## config.mk

```make
export PLATFORM = sky130hd
export DESIGN_NAME = kwct_front
export DESIGN_NICKNAME = d
export VERILOG_FILES = /design/src/keyed_weighted_count_table_assert.svh /design/src/kwct_pkg.sv /design/src/kwct_front.sv
export SDC_FILE = /design/constraint.sdc
export NUM_CORES = 1
export LEC_CHECK = 0
export BUFFER_PORTS_ARGS = -buffer_cell sky130_fd_sc_hd__buf_4
export CAP_MARGIN = 10
export CORE_MARGIN = 2
export CORE_UTILIZATION = 47
export CTS_CLUSTER_DIAMETER = 200
export CTS_CLUSTER_SIZE = 24
export DETAILED_ROUTE_END_ITERATION = 7
export PLACE_DENSITY_LB_ADDON = 0.25
export RECOVER_POWER = 50
export SLEW_MARGIN = 20
export SYNTH_ARGS = -nofsm -noshare
export SYNTH_HDL_FRONTEND = slang
export SYNTH_SLANG_ARGS = --single-unit
```

## constraint.sdc

```tcl
create_clock -name clk -period 3.5 [get_ports clk]
set_clock_uncertainty 0.05 [all_clocks]
set_input_delay 0.175 -clock clk [delete_from_list [all_inputs] [get_ports clk]]
set_output_delay 0.175 -clock clk [all_outputs]
set_load 0.01 [all_outputs]
```

## src/keyed_weighted_count_table_assert.svh

```systemverilog
// Assertion macros shared by the keyed weighted count table RTL.
// Expects clk and rst_n in the scope of each use.
`ifndef KEYED_WEIGHTED_COUNT_TABLE_ASSERT_SVH
`define KEYED_WEIGHTED_COUNT_TABLE_ASSERT_SVH

// Consequent holds in the same cycle as the antecedent.
`define KWCT_ASSERT_SAME(lbl, ante, cons, msg) \
  lbl: assert property (@(posedge clk) disable iff (!rst_n) (ante) |-> (cons)) \
    else $error(msg);

// Consequent holds in the cycle after the antecedent.
`define KWCT_ASSERT_NEXT(lbl, ante, cons, msg) \
  lbl: assert property (@(posedge clk) disable iff (!rst_n) (ante) |=> (cons)) \
    else $error(msg);

`endif

```

## src/kwct_pkg.sv

```systemverilog
// Types and constants of the keyed weighted count table.
// No dependencies; used by every module of the block.
package kwct_pkg;

  localparam int VERSION_SLOTS = 16;
  localparam int DENOM_BITS    = 4;
  localparam int DENOMS        = 1 << DENOM_BITS;
  localparam int CTR_DEPTH     = VERSION_SLOTS * DENOMS;
  localparam int CTR_ADDR_W    = $clog2(CTR_DEPTH);
  localparam int SLOT_IDX_W    = (VERSION_SLOTS > 1) ? $clog2(VERSION_SLOTS) : 1;
  localparam int SLOT_CNT_W    = $clog2(VERSION_SLOTS + 1);
  localparam int WALK_W        = $clog2(CTR_DEPTH + 1);
  localparam int QUEUE_DEPTH   = 2;
  localparam int QPTR_W        = 1;
  localparam int QCNT_W        = $clog2(QUEUE_DEPTH + 1);

  typedef enum logic [1:0] {
    CMD_INC   = 2'd0,
    CMD_QUERY = 2'd1,
    CMD_CLEAR = 2'd2,
    CMD_NOP   = 2'd3
  } cmd_t;

  typedef struct packed {
    logic [1:0]         command;
    logic [31:0]        key_version;
    logic signed [31:0] amount;
    logic               merge_version;
    logic               merge_denom;
  } kwct_in_t;

  typedef struct packed {
    logic        status;
    logic [31:0] total_value;
    logic [31:0] total_coins;
  } kwct_out_t;

  // Classified item handed from front to back.
  typedef struct packed {
    cmd_t                  command;
    logic [31:0]           version;
    logic [DENOM_BITS-1:0] denom;
    logic [31:0]           amount;
  } kwct_item_t;

endpackage

```

## src/kwct_front.sv

```systemverilog
// Front end: accepts input transfers, splits the key, queues classified items.
// Depends on kwct_pkg.
module kwct_front (
  input  logic                clk,
  input  logic                rst_n,
  input  logic                in_valid,
  output logic                in_stall,
  input  kwct_pkg::kwct_in_t  in_data,
  output logic                q_valid,
  output kwct_pkg::kwct_item_t q_item,
  input  logic                q_pop
);
  import kwct_pkg::*;

  kwct_item_t            q_mem_r [QUEUE_DEPTH];
  logic [QPTR_W-1:0]     wr_ptr_r, wr_ptr_nxt;
  logic [QPTR_W-1:0]     rd_ptr_r, rd_ptr_nxt;
  logic [QCNT_W-1:0]     count_r, count_nxt;
  kwct_item_t            cls;
  logic                  push;
  logic                  pop;

  // Split the key into version and denomination, apply merge flags
  always_comb begin
    cls.command = cmd_t'(in_data.command);
    cls.version = in_data.merge_version ? 32'd0
                : {in_data.key_version[31:DENOM_BITS], {DENOM_BITS{1'b0}}};
    cls.denom   = in_data.merge_denom ? '0 : in_data.key_version[DENOM_BITS-1:0];
    cls.amount  = in_data.amount;
  end

  assign in_stall = (count_r == QCNT_W'(QUEUE_DEPTH));
  assign push     = in_valid && !in_stall;
  assign q_valid  = (count_r != '0);
  assign pop      = q_pop && q_valid;
  assign q_item   = q_mem_r[rd_ptr_r];

  // Advance pointers and occupancy
  always_comb begin
    wr_ptr_nxt = wr_ptr_r;
    rd_ptr_nxt = rd_ptr_r;
    count_nxt  = count_r;
    if (push) begin
      wr_ptr_nxt = (wr_ptr_r == QPTR_W'(QUEUE_DEPTH - 1)) ? '0 : wr_ptr_r + 1'b1;
    end
    if (pop) begin
      rd_ptr_nxt = (rd_ptr_r == QPTR_W'(QUEUE_DEPTH - 1)) ? '0 : rd_ptr_r + 1'b1;
    end
    if (push && !pop) begin
      count_nxt = count_r + 1'b1;
    end else if (pop && !push) begin
      count_nxt = count_r - 1'b1;
    end
  end

  always_ff @(posedge clk) begin
    if (!rst_n) begin
      wr_ptr_r <= '0;
      rd_ptr_r <= '0;
      count_r  <= '0;
    end else begin
      wr_ptr_r <= wr_ptr_nxt;
      rd_ptr_r <= rd_ptr_nxt;
      count_r  <= count_nxt;
    end
  end

  // Store the classified item
  always_ff @(posedge clk) begin
    if (push) begin
      q_mem_r[wr_ptr_r] <= cls;
    end
  end

endmodule

```

==> results of run 1 <==
-- power by group through the flow --
stage	combinational (mW)	sequential, mW	clock [mW]
2_1_floorplan	0.729	2.15	0
3_3_place_gp	1.16	2.26	0
3_5_place_dp	1.17	2.28	0
4_1_cts	1.24	2.25	1.57
5_1_grt	1.29	2.27	1.65
6_report	1.20	2.24	1.53
-- worst register-to-register path: stages (launching register included) --
cell      delay, ns
dfxtp_1        0.40
nand2b_1       0.17
inv_1          0.08
nor3_1         0.22
clkbuf_2       0.85
-- layout make-up --
cell class / count / area (um^2)
sequential: 137 / 4070
fill: 727 / 3330
timing repair buffer: 210 / 1710
multi-input combinational: 120 / 1090
clock buffer: 22 / 433
tap: 140 / 175
clock inverter: 10 / 78.8
inverter: 2 / 7.51
-- registers in the layout (all words and copies together), names as in the netlist, named ones only --
register / count
wr_ptr_r: 1
rd_ptr_r: 1
count_r: 2
q_mem_r: 132
-- cell usage after synthesis --
cell type / instances / area [um^2]
ha_1: 1 / 12.5
and3_1: 1 / 6.26
nor2_1: 1 / 3.75
nor3_2: 1 / 10.0
inv_2: 1 / 3.75
o21ai_1: 1 / 5.00
a21boi_0: 1 / 7.51
mux2_2: 26 / 293
or2_2: 1 / 6.26
xnor2_1: 2 / 17.5
clkbuf_1: 2 / 7.51
and2_1: 3 / 18.8
o21a_1: 1 / 7.51
buf_6: 4 / 45.0
conb_1: 1 / 3.75
nand2b_1: 1 / 6.26
nor2b_1: 32 / 200
mux2_1: 40 / 450
inv_1: 1 / 3.75
dfxtp_1: 5 / 100
buf_2: 2 / 10.0
xor2_1: 1 / 8.76
o21ai_0: 1 / 5.00
or3_1: 1 / 6.26
edfxtp_1: 132 / 3960
buf_4: 5 / 37.5
a21boi_1: 1 / 7.51
-- per-layer routing --
metal	GRT usage [%]	vias up
met4	7.23	0
met3	6.40	9
met2	30.5	102
li1	-	1454
met5	0	-
met1	18.4	1509
-- cell families after synthesis --
| kind of cell | Yosys count | share of synthesized area, % |
|---|---|---|
| and+or+nand+nor | 41 | 4.91 |
| xor gates and xnor gates | 3 | 0.501 |
| AOI/OAI and AO/OA | 5 | 0.620 |
| adders and majority gates | 1 | 0.238 |
| buffers and inverters | 15 | 2.05 |
| DFF | 137 | 77.4 |
| other | 1 | 0.0715 |
| muxes | 66 | 14.2 |
-- path summary, 6_finish.rpt --
path	startpoint	end	cells after the start
worst max-delay path	flop	q_item[55]	2
worst min-delay path	q_pop	flop	4
worst max register to register	count_r[0]	q_mem_r[0][50]	4
worst min register to register	rd_ptr_r	flop	2
==> results_dict.tcl, run 1 <==
set metrics [dict create \
    tightest_slew_ns 1.05 \
    wl_met1_um 4140 \
    fin_crit_sh_pct 65.4 \
    power_leakage_nw 2.87 \
    viasPerCell 4.80 \
    place_congestion 0.653 \
    clockPowerShare_pct 30.8 \
    mostFrequentLayoutCells "edfxtp_1, buf_4, dlygate4sd3_1, clkbuf_4, mux2_1" \
    r2r_slack_ns 1.31 \
    die-area_um2 12000 \
    place_ws_ns 1.60 \
    worst-path-max-fanout 66 \
    fin_ws_ns 1.21 \
    critPathTopFamily "flip-flops" \
    clk_pin_slew_worst_paths_ns 0.06 \
    grt_max_degree 67 \
    grt_use_total_pct 17.2 \
    antenna_found_initial 0 \
    fp.dieW_um 110 \
    maxCapViolations 0 \
    drt-wirelength-per-cell_um 15.9 \
    via_count 3074 \
    cts_buffers 17 \
    rsz0062_at_grt "no" \
    cts_tree "yes" \
    postLayoutCellArea_um2 7560 \
    end_kind "output port" \
    drc 0 \
    clockBufferDepth 2 \
    crit_path_top_delay_cell "dfxtp_4" \
    drt-total-wl_um 10200 \
    fp.coreArea_um2 10900 \
    holdWs_ns 0.130 \
    crit_buf_inv 1 \
    syn-cell-area_um2 5250 \
    io_buffers 139 \
    grt_pass1_vias 3228 \
    area_growth_pct 44.0 \
    sw_frac_of_total_pct 26.2 \
    setup_viol 0 \
    firstDrtPassIters 4 \
    comb_power_share_pct 24.2 \
    drt_iter0_markers 99 \
    postLayoutCoreUtil_pct 69.4 \
    cts_setup_buffers 0 \
    drtAntennaViolNets 0 \
    grt_pass1_wl_um 14900 \
    achievable-frequency_mhz 437 \
    hold_buffers 69 \
    synth-seq-cells 137 \
    switching_power_mw 1.30 \
    start_util_pct 48.2 \
    highest_layer "met4" \
    p_seq_share_pct 45.0 \
    cts_sinks 137 \
    p_total_mw 4.98 \
    syn_area_per_cell_um2 19.5 \
    intPower_mw 3.67 \
    cts_root_buf "clkbuf_8" \
    mostFrequentLayoutCell "edfxtp_1" \
    cts_resized 0 \
    synthCells 269 \
    startpoint_type "flop" \
    htree_levels 4 \
    rows 38 \
    cp_cell_sequence "mux2_2, buf_4" \
    max-slew-margin-rel_pct 30.2 \
    finalSetupTns_ns 0 \
    vdd_drop_max_mv 0.570 \
    ys_warn_count 0 \
    ios 144 \
    final_layout_size_suffix_gt1_share_pct 36.9 \
    placedCellCount 540 \
    finalMaxSlewViolations 0 \
    hold_viol_final 0 \
    p_per_area_nw_per_um2 659 \
    postPlaceCellArea_um2 6410 \
    synth_cell_type_count 27 \
    worstSetupPathType "reg -> out" \
    cpPeakStageDelay_ns 0.93 \
    ys_seq_area_share_pct 77.4 \
    outcome "finished clean" \
    post-dp-hpwl_um 5620 \
    crit_arrival_ns 2.07 \
    grt-ovfl-total 0 \
    die_y_um 110 \
    fin_cells 641 \
    cp.required_ns 3.27 \
    worstSkewPairLatency_ns 0.51 \
    dr_wl_met2_um 5370 \
    min_period_ns 2.29 \
    fin_nets 561 \
    route.met3.wl_um 610 \
    hold_class "in -> reg" \
    antenna_cells 0 \
]
Power figures use the tool's default switching activity.
==> run 2: changes to the inputs <==
Settings changed: CORE_UTILIZATION 47 to 52.
Clock period 3.5 ns to 2.2 ns, I/O delays scaled along.
==> run 2 against run 1 <==
Utilization grew 9.6 points. Combinational power is 79% higher. First-iteration DRC count is 100% higher. Die area is 9.3% lower. Sequential cell count stayed put. Cell area is 2.3% higher. Setup slack got worse by 1.0 ns. Final cell count shrank 0.47%. Non-clock buffer count increased by 4. Hold slack got worse by 0.062 ns. Critical path type is now reg -> reg. Critical endpoint is now q_mem_r[1][41].
==> results_dict.tcl, run 2 (same netlist as run 1, synthesis figures left out) <==
set metrics [dict create \
    largest_reg_flops 132 \
    ios 144 \
    antenna_found_initial 0 \
    hold_class "in -> reg" \
    drt-total-wl_um 10700 \
    power_leakage_nw 2.94 \
    fp.dieW_um 104 \
    drt-wirelength-per-cell_um 16.8 \
    min-delay-start "in_data[1]" \
    fp.coreArea_um2 9770 \
    cts_tree "yes" \
    drc 0 \
    via_count 3075 \
    cts_root_buf "clkbuf_8" \
    final_layout_size_suffix_gt1_share_pct 39.0 \
    max-slew-margin-rel_pct 36.1 \
    io_buffers 139 \
    htree_levels 4 \
    startpoint_type "flop" \
    viasPerCell 4.82 \
    outcome "finished clean" \
    post-dp-hpwl_um 5950 \
    grt_max_degree 67 \
    rows 36 \
    setup_viol 0 \
    wl_met1_um 4390 \
    switching_power_mw 2.15 \
    grt-ovfl-total 0 \
    p_total_mw 8.52 \
    whs_endpoint "q_mem_r[0][66]" \
    p_seq_share_pct 40.4 \
    crit_arrival_ns 2.10 \
    fin_cells 638 \
    holdPathStages 2 \
    reg_top3 "q_mem_r (132), count_r (2)" \
    finalMaxSlewViolations 0 \
    fin_nets 565 \
    cts_buffers 17 \
    highest_layer "met4" \
    drtAntennaViolNets 0 \
    start_util_pct 53.7 \
    clockBufferDepth 2 \
    fin_ws_ns 0.183 \
    cp_cell_sequence "nand2b_1, and3_2, clkbuf_4" \
    cpPeakStageDelay_ns 0.75 \
    maxCapViolations 0 \
    cp.required_ns 2.28 \
    fin_crit_sh_pct 91.7 \
    route.met3.wl_um 654 \
    finalSetupTns_ns 0 \
    r2r.worst_path.cells 3 \
    grt_pass1_vias 3285 \
    clockPowerShare_pct 34.3 \
    drt_iter0_markers 198 \
    dr_wl_met2_um 5530 \
    cts_resized 0 \
    area_growth_pct 47.3 \
    cts_sinks 137 \
    antenna_cells 0 \
    achievable-frequency_mhz 496 \
    sw_frac_of_total_pct 25.3 \
    crit_path_top_delay_cell "clkbuf_4" \
    r2r_slack_ns 0.18 \
    p_per_area_nw_per_um2 1100 \
    intPower_mw 6.37 \
    place_congestion 0.698 \
    worstSkewPairLatency_ns 0.51 \
    place_ws_ns 0.545 \
    reg2reg_to "q_mem_r[1][41]" \
    regMostFlops "q_mem_r" \
    worstSetupPathType "reg -> reg" \
    firstDrtPassIters 4 \
    min_period_ns 2.02 \
    rsz0062_at_grt "no" \
    tightest_slew_ns 0.959 \
    grt_use_total_pct 20.5 \
    die_y_um 104 \
    hold_viol_final 0 \
    placedCellCount 536 \
    die-area_um2 10900 \
    end_kind "flop" \
    vdd_drop_max_mv 0.617 \
    mostFrequentLayoutCells "edfxtp_1, buf_4, dlygate4sd3_1, clkbuf_4, mux2_1" \
    grt_pass1_wl_um 16600 \
    worst-path-max-fanout 66 \
    r2r_start "count_r[0]" \
    comb_power_share_pct 25.3 \
    clk_pin_slew_worst_paths_ns 0.06 \
    mostFrequentLayoutCell "edfxtp_1" \
]
-- run 2: cell types whose count changed in the layout (fill, tap and decap cells not counted), moves of 2 or more --
cell,change
clkbuf_1,-7
buf_4,+4
bufinv_16,+4
clkinvlp_4,+3
clkinv_2,-2
-- run 2: through the flow --
step / instance area (um^2) / util, % / hold WS [ns]
floorplan: 5280 / - / 0.159
global placement: 6450 / 66.0 / 0.245
detailed placement: 6450 / 66.0 / 0.248
CTS: 7760 / 79.4 / 0.0325
global route: 7730 / 79.1 / 0.0664
finish: 7730 / 79.1 / 0.0673
-- run 2: area by class of cell --
class / instances / area (um^2)
Sequential cell: 137 / 4070
Fill cell: 540 / 2050
Timing Repair Buffer: 214 / 1770
Multi-Input combinational cell: 120 / 1090
Clock buffer: 17 / 414
Clock inverter: 15 / 206
Tap cell: 133 / 166
Inverter: 2 / 10.0
-- run 2: layer usage --
layer / GRT usage (%) / vias up
met2: 35.6 / 116
met4: 7.34 / 0
li1: - / 1462
met1: 23.9 / 1486
met3: 6.70 / 11
met5: 0 / -
-- run 2: worst max path at each step --
| stage | from | end | slack [ns] | cells past startpoint |
|---|---|---|---|---|
| 5_1_grt | count_r[0] | q_mem_r[1][8] | 0.08 | 3 |
| 3_3_place_gp | count_r[0] | q_mem_r[0][24] | 0.59 | 4 |
| 6_report | count_r[0] | q_mem_r[1][41] | 0.18 | 3 |
| 3_5_place_dp | count_r[0] | q_mem_r[0][24] | 0.54 | 4 |
| 4_1_cts | flop | q_item[21] | 0.04 | 3 |
| 2_1_floorplan | count_r[0] | q_mem_r[0][0] | -0.44 | 3 |
-- run 2: power groups by stage --
stage               clock network (mW)  logic (mW)  registers [mW]
floorplan                            0        1.17            3.42
global placement                     0        1.99            3.51
detailed placement                   0        2.02            3.53
CTS                               2.98        2.13            3.48
global route                      3.09        2.31            3.48
finish                            2.92        2.15            3.44
-- run 2: timing repair --
item | 4_1_cts | 5_1_grt
hold endpoints to repair | 137 | 0
setup buffers | 0 | 1
hold buffers | 69 | 0
setup endpoints to repair | 0 | 5
-- run 2: critical path, delay by kind of cell, from the launching register on --
kind,cells,cell delay (ns)
simple gates,2,0.40
buf+inv,1,0.75
flops,1,0.40
==> run 3: changes to the inputs <==
Settings changed: RECOVER_POWER 50 to not set.
==> run 3 against run 2 <==
Cell area grew 0.66%. Largest cell class unchanged. Maximum frequency grew 2.1%. Critical path type is now reg -> out. Die area is the same. Clock-buffer cell count is the same.
==> results_dict.tcl, run 3 (same netlist as run 1, synthesis figures left out) <==
set metrics [dict create \
    fp.dieW_um 104 \
    final_layout_size_suffix_gt1_share_pct 41.0 \
    largest_reg_flops 132 \
    fp.coreArea_um2 9770 \
    antenna_found_initial 0 \
    placedCellCount 536 \
    postPlaceCellArea_um2 6450 \
    p_per_area_nw_per_um2 1100 \
    grt_pass1_wl_um 16600 \
    die_y_um 104 \
    die-area_um2 10900 \
    cts_buffers 17 \
    firstDrtPassIters 4 \
    sw_frac_of_total_pct 25.3 \
    finalMaxSlewViolations 0 \
    antenna_cells 0 \
    achievable-frequency_mhz 506 \
    holdWs_ns 0.0613 \
    reg_top3 "q_mem_r (132), count_r (2)" \
    multiInputGateArea_um2 1100 \
    fillers 521 \
    drt-wirelength-per-cell_um 16.8 \
    comb_power_share_pct 25.6 \
    maxCapViolations 0 \
    route.met3.wl_um 634 \
    grt_max_degree 67 \
    drt_iter0_markers 177 \
    setup_viol 0 \
    worstSkewPairLatency_ns 0.51 \
    ios 144 \
    grt_pass1_vias 3285 \
    start_util_pct 53.7 \
    fin_crit_sh_pct 89.7 \
    power_leakage_nw 2.99 \
    hold_viol_final 0 \
    place_congestion 0.698 \
    fin_cells 638 \
    highest_layer "met4" \
    via_count 3089 \
    place_ws_ns 0.545 \
    p_total_mw 8.56 \
    htree_levels 4 \
    postLayoutCellArea_um2 7780 \
    grt_use_total_pct 20.5 \
    worst-path-max-fanout 28 \
    area_growth_pct 48.3 \
    cts_resized 0 \
    drt-total-wl_um 10700 \
    drtAntennaViolNets 0 \
    grt-ovfl-total 0 \
    regMostFlops "q_mem_r" \
    rows 36 \
    intPower_mw 6.40 \
    drc 0 \
    cts_root_buf "clkbuf_8" \
    outcome "finished clean" \
    cp.required_ns 2.04 \
    rsz0062_at_grt "no" \
    fin_nets 565 \
    clockPowerShare_pct 34.2 \
    post-dp-hpwl_um 5950 \
    switching_power_mw 2.17 \
    dr_wl_met2_um 5550 \
    fin_ws_ns 0.226 \
    clockBufferDepth 2 \
    mostFrequentLayoutCells "buf_4, edfxtp_1, dlygate4sd3_1, mux2_1, nor2b_1" \
    startpoint_type "flop" \
    min_period_ns 1.97 \
    cts_sinks 137 \
    max-slew-margin-rel_pct 62.8 \
    worstSetupPathType "reg -> out" \
    mostFrequentLayoutCell "buf_4" \
    final-seq-area_um2 4070 \
    end_kind "output port" \
    viasPerCell 4.84 \
    hold_class "in -> reg" \
    r2r_slack_ns 0.54 \
    tightest_slew_ns 0.559 \
    vdd_drop_max_mv 0.632 \
    cts_tree "yes" \
    io_buffers 139 \
    wl_met1_um 4410 \
    crit_arrival_ns 1.81 \
    clk_pin_slew_worst_paths_ns 0.06 \
    p_seq_share_pct 40.3 \
]
[run 3: layout make-up]
type | instances | share of cell area (%)
Timing Repair Buffer | 214 | 23.3
Clock inverter | 15 | 2.65
Clock buffer | 17 | 5.32
Tap cell | 133 | 2.14
Inverter | 2 | 0.129
Sequential cell | 137 | 52.3
Multi-Input combinational cell | 120 | 14.2
[run 3: what timing repair did]
item,CTS,global route
hold endpoints to repair,137,0
hold buffers,69,0
buffers inserted,0,1
setup endpoints to repair,0,5
[run 3: final timing paths]
path | to | depth (start not counted) | from
setup / recovery | q_item[4] | 3 | flop
hold / removal | q_mem_r[0][66] | 2 | in_data[1]
setup reg to reg | q_mem_r[0][32] | 4 | count_r[0]
hold reg to reg | count_r[1] | 2 | count_r[1]
[run 3: power groups by stage]
stage | sequential [mW] | clock, mW | combinational (mW)
6_report | 3.45 | 2.92 | 2.19
5_1_grt | 3.48 | 3.09 | 2.34
4_1_cts | 3.48 | 2.98 | 2.13
3_5_place_dp | 3.53 | 0 | 2.02
3_3_place_gp | 3.51 | 0 | 1.99
2_1_floorplan | 3.42 | 0 | 1.17
[run 3: per-stage QoR]
step | setup TNS (ns) | utilization (%)
after global routing | 0 | 79.6
after CTS | 0 | 79.4
final | 0 | 79.6
after detailed placement | 0 | 66.0
after global placement | 0 | 66.0
after floorplan | -29.42 | -
[run 3: per-layer routing]
layer / track usage (%) / vias up
met3: 6.70 / 15
li1: - / 1460
met4: 7.34 / 0
met1: 23.9 / 1499
met5: 0 / -
met2: 35.6 / 115
[run 3: worst max-delay path, stage by stage, from the launching register on]
cell	delay (ns)
dfxtp_4	0.52
buf_12	0.24
mux2_1	0.37
buf_4	0.16
